## config.mk

```make
export PLATFORM = sky130hd
export DESIGN_NAME = servo_status_packet_parser_core
export DESIGN_NICKNAME = d
export VERILOG_FILES = /design/src/design/sspp_pkg.sv /design/src/design/sspp_step.sv /design/src/design/servo_status_packet_parser_core.sv
export SDC_FILE = /design/constraint.sdc
export NUM_CORES = 1
export LEC_CHECK = 0
export ABC_AREA = 0
export BUFFER_PORTS_ARGS = -buffer_cell sky130_fd_sc_hd__buf_2
export CORE_MARGIN = 4
export CORE_UTILIZATION = 30
export CTS_CLUSTER_SIZE = 24
export DETAILED_ROUTE_END_ITERATION = 6
export SLEW_MARGIN = 25
export SYNTH_ARGS = -nofsm -noshare
export SYNTH_HDL_FRONTEND = slang
export SYNTH_SLANG_ARGS = --single-unit
```

## constraint.sdc

```tcl
create_clock -name clk -period 5.5 [get_ports clk]
set_clock_uncertainty 0.15 [all_clocks]
set_input_delay 0.55 -clock clk [delete_from_list [all_inputs] [get_ports clk]]
set_output_delay 0.55 -clock clk [all_outputs]
set_load 0.03 [all_outputs]
```

## src/design/sspp_pkg.sv

```systemverilog
package sspp_pkg;

  // receive phase codes
  localparam logic [2:0] PH_SYNC   = 3'd0;
  localparam logic [2:0] PH_ID     = 3'd1;
  localparam logic [2:0] PH_LENGTH = 3'd2;
  localparam logic [2:0] PH_STATUS = 3'd3;
  localparam logic [2:0] PH_PARAMS = 3'd4;
  localparam logic [2:0] PH_CHECK  = 3'd5;

  localparam logic [7:0] SYNC_BYTE = 8'hFF;
  // lengths up to this value carry no parameter bytes
  localparam logic [7:0] LEN_OVERHEAD = 8'd2;

  // result kinds
  localparam logic KIND_PARAM  = 1'b0;
  localparam logic KIND_FINISH = 1'b1;

  // packet outcomes
  localparam logic [1:0] OUT_OK         = 2'd0;
  localparam logic [1:0] OUT_BAD_ID     = 2'd1;
  localparam logic [1:0] OUT_BAD_CSUM   = 2'd2;
  localparam logic [1:0] OUT_STATUS_ERR = 2'd3;

  typedef struct packed {
    logic [2:0] phase;
    logic       last_ff;
    logic [7:0] len;
    logic [7:0] status;
    logic [7:0] sum;
    logic [7:0] left;
  } state_t;

  typedef struct packed {
    logic       kind;
    logic [7:0] pbyte;
    logic [7:0] pindex;
    logic [1:0] outcome;
    logic [7:0] status;
    logic [7:0] len;
  } res_t;

endpackage

```

## src/design/sspp_step.sv

```systemverilog
// Next-state and result logic for one received byte.
module sspp_step (
  input  sspp_pkg::state_t st_i,
  input  logic [7:0]       rx_byte_i,
  input  logic [7:0]       expected_id_i,
  output sspp_pkg::state_t st_o,
  output logic             has_res_o,
  output sspp_pkg::res_t   res_o
);
  import sspp_pkg::*;

  logic [7:0] plen;
  logic [7:0] expect_sum;

  assign plen       = st_i.len - LEN_OVERHEAD;
  assign expect_sum = ~st_i.sum;

  always_comb begin
    st_o      = st_i;
    has_res_o = 1'b0;
    res_o     = '0;
    case (st_i.phase)
      PH_ID: begin
        if (rx_byte_i != expected_id_i) begin
          st_o.phase    = PH_SYNC;
          st_o.last_ff  = 1'b0;
          has_res_o     = 1'b1;
          res_o.kind    = KIND_FINISH;
          res_o.outcome = OUT_BAD_ID;
        end else begin
          st_o.sum   = rx_byte_i;
          st_o.phase = PH_LENGTH;
        end
      end
      PH_LENGTH: begin
        st_o.len   = rx_byte_i;
        st_o.sum   = st_i.sum + rx_byte_i;
        st_o.phase = PH_STATUS;
      end
      PH_STATUS: begin
        st_o.status = rx_byte_i;
        st_o.sum    = st_i.sum + rx_byte_i;
        if (st_i.len > LEN_OVERHEAD) begin
          st_o.left  = plen;
          st_o.phase = PH_PARAMS;
        end else begin
          st_o.left  = '0;
          st_o.phase = PH_CHECK;
        end
      end
      PH_PARAMS: begin
        st_o.sum  = st_i.sum + rx_byte_i;
        st_o.left = st_i.left - 8'd1;
        if (st_i.left == 8'd1) st_o.phase = PH_CHECK;
        has_res_o    = 1'b1;
        res_o.kind   = KIND_PARAM;
        res_o.pbyte  = rx_byte_i;
        res_o.pindex = plen - st_i.left;
        res_o.status = st_i.status;
        res_o.len    = st_i.len;
      end
      PH_CHECK: begin
        st_o.phase   = PH_SYNC;
        st_o.last_ff = 1'b0;
        has_res_o    = 1'b1;
        res_o.kind   = KIND_FINISH;
        res_o.status = st_i.status;
        res_o.len    = st_i.len;
        if (expect_sum != rx_byte_i)  res_o.outcome = OUT_BAD_CSUM;
        else if (st_i.status != '0)   res_o.outcome = OUT_STATUS_ERR;
        else                          res_o.outcome = OUT_OK;
      end
      default: begin
        // hunting, unused codes included
        if (rx_byte_i == SYNC_BYTE && st_i.last_ff) begin
          st_o.phase   = PH_ID;
          st_o.last_ff = 1'b0;
        end else begin
          st_o.phase   = PH_SYNC;
          st_o.last_ff = (rx_byte_i == SYNC_BYTE);
        end
      end
    endcase
  end

endmodule

```

## src/design/servo_status_packet_parser_core.sv

```systemverilog
// Status packet receiver for a serial servo bus. One received byte is taken
// per beat on in_*; the parser hunts for two 0xFF sync bytes, checks the id
// against cfg-written expected_id (reset 1), then takes length, status,
// length-2 parameter bytes and the checksum (inverted 8-bit sum of id,
// length, status and parameters). Each parameter byte leaves as a result
// beat with result_kind 0; the end of a packet, or a wrong id, leaves as a
// beat with result_kind 1 and the outcome. Sync, length, status and matching
// id bytes produce no result. Every byte is handled in the cycle it is
// accepted, so one byte per clock is sustained while in_stall is low; a result
// appears on out_* in the cycle after its byte is accepted. in_stall rises only
// while a result sits in the output register and the consumer stalls it.
// expected_id must only be written while no packet is in flight.
module servo_status_packet_parser_core (
  input  logic       clk,
  input  logic       rst_n,
  // configuration
  input  logic       cfg_wr_en,
  input  logic [7:0] cfg_wr_data,
  // byte input
  input  logic       in_valid,
  output logic       in_stall,
  input  logic [7:0] in_rx_byte,
  // result output
  output logic       out_valid,
  input  logic       out_stall,
  output logic       out_result_kind,
  output logic [7:0] out_param_byte,
  output logic [7:0] out_param_index,
  output logic [1:0] out_outcome,
  output logic [7:0] out_status_byte,
  output logic [7:0] out_length_byte
);
  import sspp_pkg::*;

  logic [7:0] expected_id_r;
  state_t     st_r;
  state_t     st_nxt;
  logic       has_res;
  res_t       res;
  res_t       res_r;
  logic       out_valid_r;
  logic       in_acc;

  // the output register frees up in the same cycle it is drained
  assign in_stall = out_valid_r & out_stall;
  assign in_acc   = in_valid & ~in_stall;

  sspp_step u_step (
    .st_i          (st_r),
    .rx_byte_i     (in_rx_byte),
    .expected_id_i (expected_id_r),
    .st_o          (st_nxt),
    .has_res_o     (has_res),
    .res_o         (res)
  );

  // config register
  always_ff @(posedge clk) begin
    if (!rst_n) begin
      expected_id_r <= 8'd1;
    end else if (cfg_wr_en) begin
      expected_id_r <= cfg_wr_data;
    end
  end

  // parser state, advanced on every accepted byte
  always_ff @(posedge clk) begin
    if (!rst_n) begin
      st_r <= '0;
    end else if (in_acc) begin
      st_r <= st_nxt;
    end
  end

  // result register
  always_ff @(posedge clk) begin
    if (!rst_n) begin
      out_valid_r <= 1'b0;
    end else if (in_acc && has_res) begin
      out_valid_r <= 1'b1;
    end else if (!out_stall) begin
      out_valid_r <= 1'b0;
    end
  end

  always_ff @(posedge clk) begin
    if (in_acc && has_res) begin
      res_r <= res;
    end
  end

  assign out_valid       = out_valid_r;
  assign out_result_kind = res_r.kind;
  assign out_param_byte  = res_r.pbyte;
  assign out_param_index = res_r.pindex;
  assign out_outcome     = res_r.outcome;
  assign out_status_byte = res_r.status;
  assign out_length_byte = res_r.len;

endmodule

```

# After elaboration in Yosys (flattened, before gate mapping)
# Cells that the tools add are included.
# Widths: inputs -> output; s select.
# word_totals
ff_bits	80
output_inout_bits	37
elab_cells	70
# classes
add_sub_neg	4
n_lt_le_gt_ge	1
n_eq_ne	13
mux	20
bitwise_logic	5
reduce_logical	13
# op_table
op	count
$pmux 8 s2	2
$mux 8	2
$ne 8x8->1	2
$pmux 3 s5	1
$add 8x8->8	1
$eq 8x1->1 const B	1
$eq 8x8->1 const B	1
$gt 8x2->1 const B	1
$mux 2	4
$not 8->8	1
$reduce_and 2->1	4
$reduce_bool 8->1	1
$sub 8x1->8 const B	1
$sub 8x2->8 const B	1
$sub 8x8->8	1
$eq 3x2->1 const B	2
$eq 3x3->1 const B	2
$mux 1	6
$ne 2x1->1 const B	3
$reduce_and 3->1	2
$pmux 1 s2	2
$pmux 2 s2	1
$reduce_bool 2->1	2
$eq 3x1->1 const B	1
other kinds (8)	11

# Depth between registers and ports, before layout
# Gate-level depths: netlist (run 1).
# depth
depth_word	5
ltp_mapped	10
depth_no_buf	10

# Cells and area by module
# From an unflattened synthesis (run 1), not the netlist that was laid out.
# hier_totals
hier_cells	493
hier_area_um2	4747.1
# by_module_without_submodules
module	n_inst	cells_per_inst	area_each_um2	seq_area_each_um2
servo_status_packet_parser_core	1	224	2864.0	1951.9
sspp_step	1	269	1883.1	0.0

# Worst setup path after synthesis (run 1)
# OpenSTA, ideal clock, no wires.
# synth_timing
path_type	input port to flip-flop
startpoint	input in_rx_byte[7]
endpoint	register res_r (netlist bit out_length_byte[0]) (enable)
t_arrival_ns	3.527
required_time_ns	4.879
path_slack_ns	1.352
cell_stages	6
path_buffers	1
cell_sequence	buf_6 -> xor2_1 -> nor4_2 -> nand2_2 -> a21oi_1 -> nor3_1
# synth_via
elab_chain_cells	4
# synth_lines
element	line	source
from (decl)	servo_status_packet_parser_core.sv:22	input logic [7:0] in_rx_byte,
$ne 8x8->1	sspp_step.sv:24	if (rx_byte_i != expected_id_i) begin
$mux 1	sspp_step.sv:24	
$pmux 1 s2	sspp_step.sv:22	case (st_i.phase)
$logic_and 1x1->1	servo_status_packet_parser_core.sv:87	if (in_acc && has_res) begin
to (signal assigned)	servo_status_packet_parser_core.sv:88	res_r <= res;
to (decl)	servo_status_packet_parser_core.sv:40	res_t res_r;
# No other way between the ends.
# A chain may end at the register's enable or synchronous reset.

# Final worst setup path (run 1)
# layout_timing
startpoint	register st_r[35] in the netlist's numbering
endpoint	register st_r[19] in the netlist's numbering
# layout_via
elab_chain_cells	2
# layout_lines
element	line	source
from (decl)	servo_status_packet_parser_core.sv:36	state_t st_r;
from (signal assigned)	servo_status_packet_parser_core.sv:71	st_r <= st_nxt;
$eq 3x2->1	sspp_step.sv:22	
$reduce_and 2->1 (no line)	-	
# No other way between the ends.

==> results.py, run 1 <==
metrics = {
    "cells_and_area": {
        "drive_gt1_share_pct": 18.2,
        "n_fill_cell": 1380,
        "nets": 524,
        "final_cell_area_sq_um": 4920,
        "final_core_util_pct": 36.7,
        "multi_input_area_sq_um": 2060,
        "area_growth_pct": 18.3,
        "regArea_sq_um": 1950,
        "antenna_cells": 0,
    },
    "clocking": {
        "holdBufCountCts": 0,
        "clock_path_buffers": 2,
        "post_cts_buffers": 0,
        "cts_max_level": 3,
        "postCtsResizedCells": 0,
        "clkLatencyLatePin_ns": 0.34,
        "numCtsBuffers": 9,
        "clk_pin_slew_worst_paths_ns": 0.06,
        "cts_root_buffer": "clkbuf_16",
        "clock-sinks": 80,
        "tritoncts": "done",
    },
    "timing": {
        "maxSlewViolCount": 0,
        "period_share_pct": 57.7,
        "final_hold_viol_count": 0,
        "period_needed_ns": 3.17,
        "hold_slack_ns": 0.273,
        "worst_pin_slew_ns": 0.908,
        "setup_violations": 0,
        "rsz0062_at_grt": "false",
        "relSlewSlack_pct": 39.3,
        "timing.fmax_mhz": 315,
        "fin_tns_setup_ns": 0,
    },
    "floorplanning": {
        "die_width_microns": 126,
        "rows": 42,
        "dieArea_sq_um": 15800,
        "core_area_sq_um": 13400,
        "die_h_microns": 126,
        "start_util_pct": 31.0,
        "ios": 58,
    },
    "placed_design": {
        "io_buffers": 57,
        "dp_hpwl_microns": 6960,
        "gp_congestion": 0.818,
        "place_area_sq_um": 4600,
    },
    "logic_synthesis": {
        "synth-xor-area-share_pct": 4.64,
        "synthAdderAreaFrac_pct": 6.08,
        "synthSimpleGateAreaFrac_pct": 20.7,
        "netlist_area_sq_um": 4160,
        "ys_async_sr_fraction_pct": 0,
        "synth_top_family_by_area": "simple AND/OR/NAND/NOR gates",
        "yosys_register_bits": 80,
        "synth_ff_type": "dfxtp_1",
        "yosysSeqAreaShare_pct": 47.0,
        "synth_fp_nets": 472,
        "postSynthAreaPerCell_sq_um": 9.62,
        "synth_mux_area_share_pct": 4.82,
        "synth_edf_count": 35,
        "ys_types": 53,
        "synthCells": 432,
        "synth_compound_gate_area_share_pct": 12.9,
        "yosys_warnings": 0,
    },
    "setup_path": {
        "cpMostUsedCell": "nand2_1",
        "cp-end-kind": "flop",
        "cp_num_buf_inv": 0,
        "start_kind": "flop",
        "slowest_stage": "nand2_1",
        "path_class": "reg2reg",
        "arrival_ns": 3.27,
        "cp_data_required_time_ns": 5.59,
        "worstPathCellList": "nor2b_1, nand2_1, nand2_1, nand2_1, a21oi_1",
        "crit_family": "simple AND/OR/NAND/NOR gates",
        "reg2reg_slack_ns": 2.33,
        "cpPeakStageDelay_ns": 0.78,
        "crit_fanout": 27,
    },
    "drt": {
        "via_per_inst": 4.89,
        "wl_per_cell_microns": 14.6,
        "drtAntennaViolNets": 0,
        "drc": 0,
        "vias": 3251,
        "drt-total-wl_microns": 9710,
        "dr.pass1.iters": 4,
        "drtIter0Drc": 154,
    },
    "job": {
        "drv_cap": 0,
    },
    "power": {
        "p_leak_nw": 1.99,
        "power_density_nw_per_um2": 262,
        "ir_drop_v": 0.000172,
    },
    "global_routing": {
        "grt_pass1_wl_microns": 16100,
        "grt_remaining_overflow": 0,
        "first_global_vias": 3173,
        "antenna_found_initial": 0,
        "grt_usage_pct": 12.6,
        "grt_max_degree": 36,
    },
    "outcome": {
        "outcome": "completed",
    },
    "hold_path": {
        "hold_path.class": "in2reg",
    },
}
[tightest hold or removal path, cell delays in order]
cell and delay, ns:
buf_2 0.07, mux2i_1 0.05, nand2_1 0.06
[area by class of cell]
type | count | share of cell area, %
Tap cell | 176 | 4.48
Timing Repair Buffer | 59 | 6.11
Clock inverter | 5 | 1.27
Multi-Input combinational cell | 315 | 41.9
Clock buffer | 11 | 5.14
Inverter | 19 | 1.45
Sequential cell | 80 | 39.7
[per-stage QoR]
| stage | total power, mW | worst slack [ns] | instances |
|---|---|---|---|
| 3_5_place_dp | 0.683 | 2.16 | 649 |
| 5_1_grt | 1.34 | 1.90 | 665 |
| 4_1_cts | 1.31 | 2.15 | 665 |
| 6_report | 1.29 | 2.33 | 665 |
| 2_1_floorplan | 0.662 | 1.35 | 432 |
| 3_3_place_gp | 0.682 | 2.38 | 649 |
[Yosys cell counts, types with 2 or more instances]
master / number / share of area, %
nor2b_1: 5 / 0.75
xnor2_1: 9 / 1.9
a211oi_1: 3 / 0.54
edfxtp_1: 35 / 25
nor2_2: 2 / 0.30
nand3_1: 16 / 1.9
a21oi_1: 28 / 3.4
and2_1: 24 / 3.6
a32o_1: 3 / 0.72
nor3b_1: 2 / 0.36
a22oi_1: 6 / 1.1
nand2_1: 31 / 2.8
nor2_1: 56 / 5.1
buf_6: 2 / 0.54
or3_1: 4 / 0.60
nor3_1: 10 / 1.2
o21a_1: 3 / 0.54
xor2_1: 13 / 2.7
o21ai_0: 17 / 2.0
fa_1: 2 / 0.96
nor4_1: 5 / 0.75
nand2b_1: 4 / 0.60
dfxtp_1: 45 / 22
clkbuf_1: 10 / 0.90
inv_1: 18 / 1.6
a311oi_1: 5 / 1.1
nand4_1: 5 / 0.75
ha_1: 17 / 5.1
nand2_2: 2 / 0.30
buf_2: 6 / 0.72
mux2i_1: 20 / 4.8
a31oi_1: 3 / 0.45
[placed cells by master, fill, tap and decap left out, drive strengths merged, types with 2 or more instances in the layout]
cell,netlist,routed
a31oi,3,3
nor4,7,7
a211oi,4,4
mux2i,20,20
nand4,5,5
o41ai,2,2
xor2,13,13
o21ai,18,18
a32o,3,3
fa,2,2
nor3,10,10
a21oi,28,28
o21a,3,3
buf,8,59
or3,4,4
nor3b,2,2
clkbuf,10,11
a22oi,6,6
clkinvlp,0,2
ha,17,17
nand2,33,33
nor2b,5,5
dfxtp,45,45
nand2b,4,4
a311oi,5,5
inv,18,20
xnor2,9,9
and2,25,25
nor2,58,58
nand3,16,16
edfxtp,35,35
[sequential cells by signal, summed over array words and instances (netlist names)]
name,flops
expected_id_r,8
out_length_byte,8
out_outcome,2
out_param_byte,8
out_param_index,8
out_result_kind,1
out_status_byte,8
out_valid,1
st_r,36
[per-layer routing]
| metal | track usage (%) | routed length [microns] |
|---|---|---|
| met1 | 17.0 | 4500 |
| met2 | 19.5 | 4370 |
| met3 | 4.28 | 710 |
| met4 | 3.44 | 128 |
| met5 | 0 | 0 |
[power by group]
part	leakage, nW	switching [mW]	internal, mW
logic	1.12	0.0317	0.0177
clock network	0.149	0.240	0.379
registers	0.721	0.00259	0.618
total	1.99	0.274	1.02
[path summary, 6_finish.rpt]
| kind | start | endpoint | depth (start not counted) |
|---|---|---|---|
| min | cfg_wr_data[0] | expected_id_r[0] | 3 |
| max reg2reg | st_r[35] | st_r[19] | 5 |
| max | st_r[35] | st_r[19] | 5 |
| min reg2reg | st_r[21] | st_r[21] | 2 |
[logic make-up after synthesis]
logic type / Yosys count
and+or+nand+nor: 173
AOI/OAI and AO/OA: 81
DFF: 80
buffers and inverters: 37
xor gates and xnor gates: 22
muxes: 20
adders and majority gates: 19
Note: power is estimated with default switching activity, not from simulation.
==> run 2, diff against run 1 <==
==> constraint.sdc (replaced) <==
create_clock -name clk -period 2.9 [get_ports clk]
set_clock_uncertainty 0.15 [all_clocks]
set_input_delay 0.29 -clock clk [delete_from_list [all_inputs] [get_ports clk]]
set_output_delay 0.29 -clock clk [all_outputs]
set_load 0.03 [all_outputs]
==> results.py, run 2 (same netlist as run 1, synthesis figures left out) <==
metrics = {
    "power": {
        "switching_share_pct": 23.3,
        "p_clk_share_pct": 47.5,
        "p_int_mw": 1.86,
        "switchingPower_mw": 0.564,
        "p_leak_nw": 2.02,
        "ir_drop_v": 0.000242,
        "p_comb_share_pct": 3.9,
        "power_frac_seq_pct": 48.6,
        "power_density_nw_per_um2": 489,
    },
    "cells_and_area": {
        "layout_commonest_cell": "buf_2",
        "largest_register": "st_r",
        "area_growth_pct": 19.2,
        "regArea_sq_um": 1950,
        "drive_gt1_share_pct": 19.2,
        "n_fill_cell": 1351,
        "nets": 530,
        "final_cell_area_sq_um": 4950,
        "antenna_cells": 0,
        "final_core_util_pct": 37.0,
        "layout_common_cells": "buf_2 (57), nor2_1 (56), dfxtp_1 (45)",
        "multi_input_area_sq_um": 2060,
        "largest_reg_flops": 36,
    },
    "floorplanning": {
        "die_h_microns": 126,
        "start_util_pct": 31.0,
        "rows": 42,
        "dieArea_sq_um": 15800,
        "core_area_sq_um": 13400,
        "ios": 58,
        "die_width_microns": 126,
    },
    "drt": {
        "vias": 3317,
        "drc": 0,
        "drtIter0Drc": 221,
        "dr.pass1.iters": 4,
        "drtAntennaViolNets": 0,
        "drt-total-wl_microns": 9750,
        "via_per_inst": 4.94,
        "wl_per_cell_microns": 14.5,
    },
    "clocking": {
        "tritoncts": "done",
        "numCtsBuffers": 9,
        "post_cts_buffers": 0,
        "clock-sinks": 80,
        "cts_root_buffer": "clkbuf_16",
        "cts_max_level": 3,
        "clkLatencyLatePin_ns": 0.34,
        "clk_pin_slew_worst_paths_ns": 0.07,
        "postCtsResizedCells": 0,
        "clock_path_buffers": 2,
        "holdBufCountCts": 0,
    },
    "global_routing": {
        "grt_max_degree": 36,
        "antenna_found_initial": 0,
        "grt_remaining_overflow": 0,
        "grt_pass1_wl_microns": 16100,
        "first_global_vias": 3149,
        "grt_usage_pct": 12.6,
        "gr-usage-met1_pct": 16.8,
        "grt-busiest-layer": "met2",
        "grtUsageMet3_pct": 3.34,
        "met2_usage_pct": 19.6,
    },
    "timing": {
        "period_needed_ns": 2.54,
        "relSlewSlack_pct": 55.0,
        "period_share_pct": 87.6,
        "rsz0062_at_grt": "false",
        "timing.fmax_mhz": 394,
        "fin_tns_setup_ns": 0,
        "setup_violations": 0,
        "worst_pin_slew_ns": 0.669,
        "maxSlewViolCount": 0,
        "final_hold_viol_count": 0,
    },
    "setup_path": {
        "arrival_ns": 2.49,
        "start_kind": "flop",
        "crit_fanout": 6,
        "r2r_end": "out_param_index[7]",
        "r2r_start": "st_r[25]",
        "path_class": "reg2reg",
        "cp-end-kind": "flop",
        "reg2reg_slack_ns": 0.36,
        "cp_data_required_time_ns": 2.85,
        "rr_worst_depth": 9,
    },
    "placed_design": {
        "io_buffers": 57,
        "dp_hpwl_microns": 7070,
        "place_area_sq_um": 4650,
        "gp_congestion": 0.863,
    },
    "hold_path": {
        "hp-start": "rst_n",
        "min_to": "expected_id_r[0]",
        "hold_path.class": "in2reg",
        "hold_depth": 2,
    },
    "job": {
        "drv_cap": 0,
    },
    "outcome": {
        "outcome": "completed",
    },
}
[run 2: cell types whose count changed in the layout (fill, tap and decap cells not counted), moves of 2 or more]
cell and delta:
clkbuf_8 -2, buf_4 +6, clkinvlp_4 -2, clkinv_4 +2
[run 2: worst max-delay path, cell delays in order, from the launching register on]
cell and delay (ns):
dfxtp_1 0.44, inv_1 0.14, ha_1 0.26, xor2_1 0.21
ha_1 0.31, o21ai_0 0.18, a21oi_1 0.08, o41ai_1 0.32
xnor2_1 0.16, nor2_1 0.05
[run 2: power groups by stage]
stage,registers [mW],logic [mW],clock network [mW]
global placement,1.20,0.0922,0
detailed placement,1.20,0.0941,0
global route,1.18,0.103,1.23
floorplan,1.20,0.0556,0
finish,1.18,0.0938,1.15
CTS,1.18,0.0943,1.17
[run 2: worst max-delay path by stage]
stage,end,slack (ns),from
finish,out_param_index[7],0.36,st_r[25]
global placement,out_param_index[6],0.48,st_r[25]
floorplan,out_length_byte[0],0.08,in_rx_byte[7]
CTS,out_param_index[7],0.38,st_r[25]
detailed placement,out_param_index[7],0.37,st_r[25]
global route,out_param_index[7],0.15,st_r[25]
[run 2: metrics by stage]
stage | power [mW] | cells | hold WS (ns) | worst slack, ns
2_1_floorplan | 1.26 | 432 | 0.202 | 0.0829
3_3_place_gp | 1.29 | 655 | 0.310 | 0.479
6_report | 2.42 | 671 | 0.00758 | 0.359
5_1_grt | 2.51 | 671 | 0.0110 | 0.147
3_5_place_dp | 1.30 | 655 | 0.317 | 0.374
4_1_cts | 2.44 | 671 | 0.00221 | 0.378
[run 2: layer usage]
layer | wire length, microns | vias to the layer above
li1 | - | 1647
met1 | 4490 | 1544
met2 | 4370 | 111
met3 | 725 | 15
met4 | 168 | 0
met5 | 0 | -
[run 2: cell type report]
class                   instances  area share [%]
clock buffers                  10            5.05
well taps                     176            4.45
repair buffers                 65            6.97
clock inverters                 6            1.11
multi-input cells             315            41.6
inverters                      19            1.44
flip-flops and latches         80            39.4
==> run 3, diff against run 2 <==
--- a/config.mk
+++ b/config.mk
@@ -11,6 +11,7 @@
 export CORE_UTILIZATION = 30
 export CTS_CLUSTER_SIZE = 24
 export DETAILED_ROUTE_END_ITERATION = 6
+export RECOVER_POWER = 100
 export SLEW_MARGIN = 25
 export SYNTH_ARGS = -nofsm -noshare
 export SYNTH_HDL_FRONTEND = slang
==> results.py, run 3 (same netlist as run 1, synthesis figures left out) <==
metrics = {
    "outcome": {
        "outcome": "completed",
    },
    "cells_and_area": {
        "largest_reg_flops": 36,
        "layout_commonest_cell": "nor2_1",
        "area_growth_pct": 17.3,
        "antenna_cells": 0,
        "drive_gt1_share_pct": 10.3,
        "final_cells": 671,
        "largest_register": "st_r",
        "nets": 530,
        "layout_common_cells": "nor2_1 (56), dfxtp_1 (45), clkbuf_1 (41)",
        "final_cell_area_sq_um": 4870,
    },
    "drt": {
        "drt-total-wl_microns": 9830,
        "vias": 3313,
        "dr.pass1.iters": 4,
        "drtAntennaViolNets": 0,
        "via_per_inst": 4.94,
        "drtIter0Drc": 202,
        "drc": 0,
        "wl_per_cell_microns": 14.6,
    },
    "clocking": {
        "tritoncts": "done",
        "cts_max_level": 3,
        "holdBufCountCts": 0,
        "numCtsBuffers": 9,
        "clkLatencyLatePin_ns": 0.34,
        "post_cts_buffers": 0,
        "clock_path_buffers": 2,
        "clk_pin_slew_worst_paths_ns": 0.07,
        "clock-sinks": 80,
        "cts_root_buffer": "clkbuf_16",
        "postCtsResizedCells": 0,
    },
    "timing": {
        "timing.fmax_mhz": 382,
        "worst_pin_slew_ns": 0.892,
        "final_hold_viol_count": 0,
        "period_share_pct": 90.3,
        "setup_violations": 0,
        "maxSlewViolCount": 0,
        "rsz0062_at_grt": "false",
        "fin_tns_setup_ns": 0,
        "relSlewSlack_pct": 40.5,
        "period_needed_ns": 2.62,
    },
    "floorplanning": {
        "die_h_microns": 126,
        "ios": 58,
        "rows": 42,
        "dieArea_sq_um": 15800,
        "start_util_pct": 31.0,
        "core_area_sq_um": 13400,
        "die_width_microns": 126,
    },
    "setup_path": {
        "crit_fanout": 17,
        "slowest_stage": "clkbuf_1",
        "arrival_ns": 2.68,
        "crit_family": "compound AO/OA/AOI/OAI gates",
        "r2r_start": "st_r[35]",
        "reg2reg_slack_ns": 0.28,
        "cp_data_required_time_ns": 2.96,
        "cp-startpoint": "st_r[35]",
        "cp-end-kind": "flop",
        "path_class": "reg2reg",
        "start_kind": "flop",
        "cpPeakStageDelay_ns": 0.64,
        "cp_num_buf_inv": 1,
        "worstPathCellList": "nor3b_2, clkbuf_1, a21oi_1, a32o_1, a22oi_1, nor2_1",
    },
    "global_routing": {
        "grt_max_degree": 36,
        "grt_pass1_wl_microns": 16100,
        "grt_remaining_overflow": 0,
        "grt_usage_pct": 12.6,
        "antenna_found_initial": 0,
        "first_global_vias": 3149,
    },
    "placed_design": {
        "gp_congestion": 0.863,
        "dp_hpwl_microns": 7070,
        "dp.cells": 655,
        "place_area_sq_um": 4650,
        "io_buffers": 57,
    },
    "power": {
        "ir_drop_v": 0.000242,
        "power_density_nw_per_um2": 495,
        "p_leak_nw": 1.86,
        "p_total_mw": 2.41,
    },
    "hold_path": {
        "hp-start": "rst_n",
        "hold_path.class": "in2reg",
    },
    "job": {
        "drv_cap": 0,
    },
}
-- run 3: changes by cell type in the layout (fill, tap and decap cells not counted), sizes merged --
cell,previous run,this run
buf,65,23
clkbuf,10,52
-- run 3: power by group --
part / leakage, nW / internal (mW) / switching, mW
Sequential: 0.721 / 1.17 / 0.00452
Combinational: 0.985 / 0.0332 / 0.0586
Clock: 0.151 / 0.650 / 0.495
-- run 3: area by class of cell --
type                    count  area [sq um]
fillers                  1378          8530
well taps                 176           220
clock buffers              10           250
multi-input cells         315          2040
repair buffers             65           282
clock inverters             6          55.1
flip-flops and latches     80          1950
inverters                  19          71.3
-- run 3: final timing paths --
check | endpoint | depth (start not counted)
worst max-delay path | st_r[5] | 6
worst min-delay path | expected_id_r[0] | 2
worst max register to register | st_r[5] | 6
worst min register to register | st_r[21] | 2
-- run 3: per-layer routing --
layer / vias to the layer above / track usage [%] / routed length [microns]
li1: 1645 / - / -
met1: 1557 / 16.8 / 4570
met2: 98 / 19.6 / 4410
met3: 13 / 3.34 / 685
met4: 0 / 4.85 / 166
met5: - / 0 / 0
-- run 3: worst reg2reg max path: cells and delay by family, from the launching register on --
| family | cells | cell delay, ns |
|---|---|---|
| AND/OR/NAND/NOR | 2 | 0.43 |
| AO/OA/AOI/OAI | 3 | 0.69 |
| flip-flops | 1 | 0.59 |
| buffers and inverters | 1 | 0.64 |
-- run 3: through the flow --
step	utilization [%]	setup slack [ns]	hold WS [ns]
finish	36.4	0.281	0.00782
global route	36.4	0.112	0.0110
CTS	37.0	0.378	0.00221
detailed placement	34.7	0.374	0.317
global placement	34.7	0.479	0.310
floorplan	-	0.0829	0.202
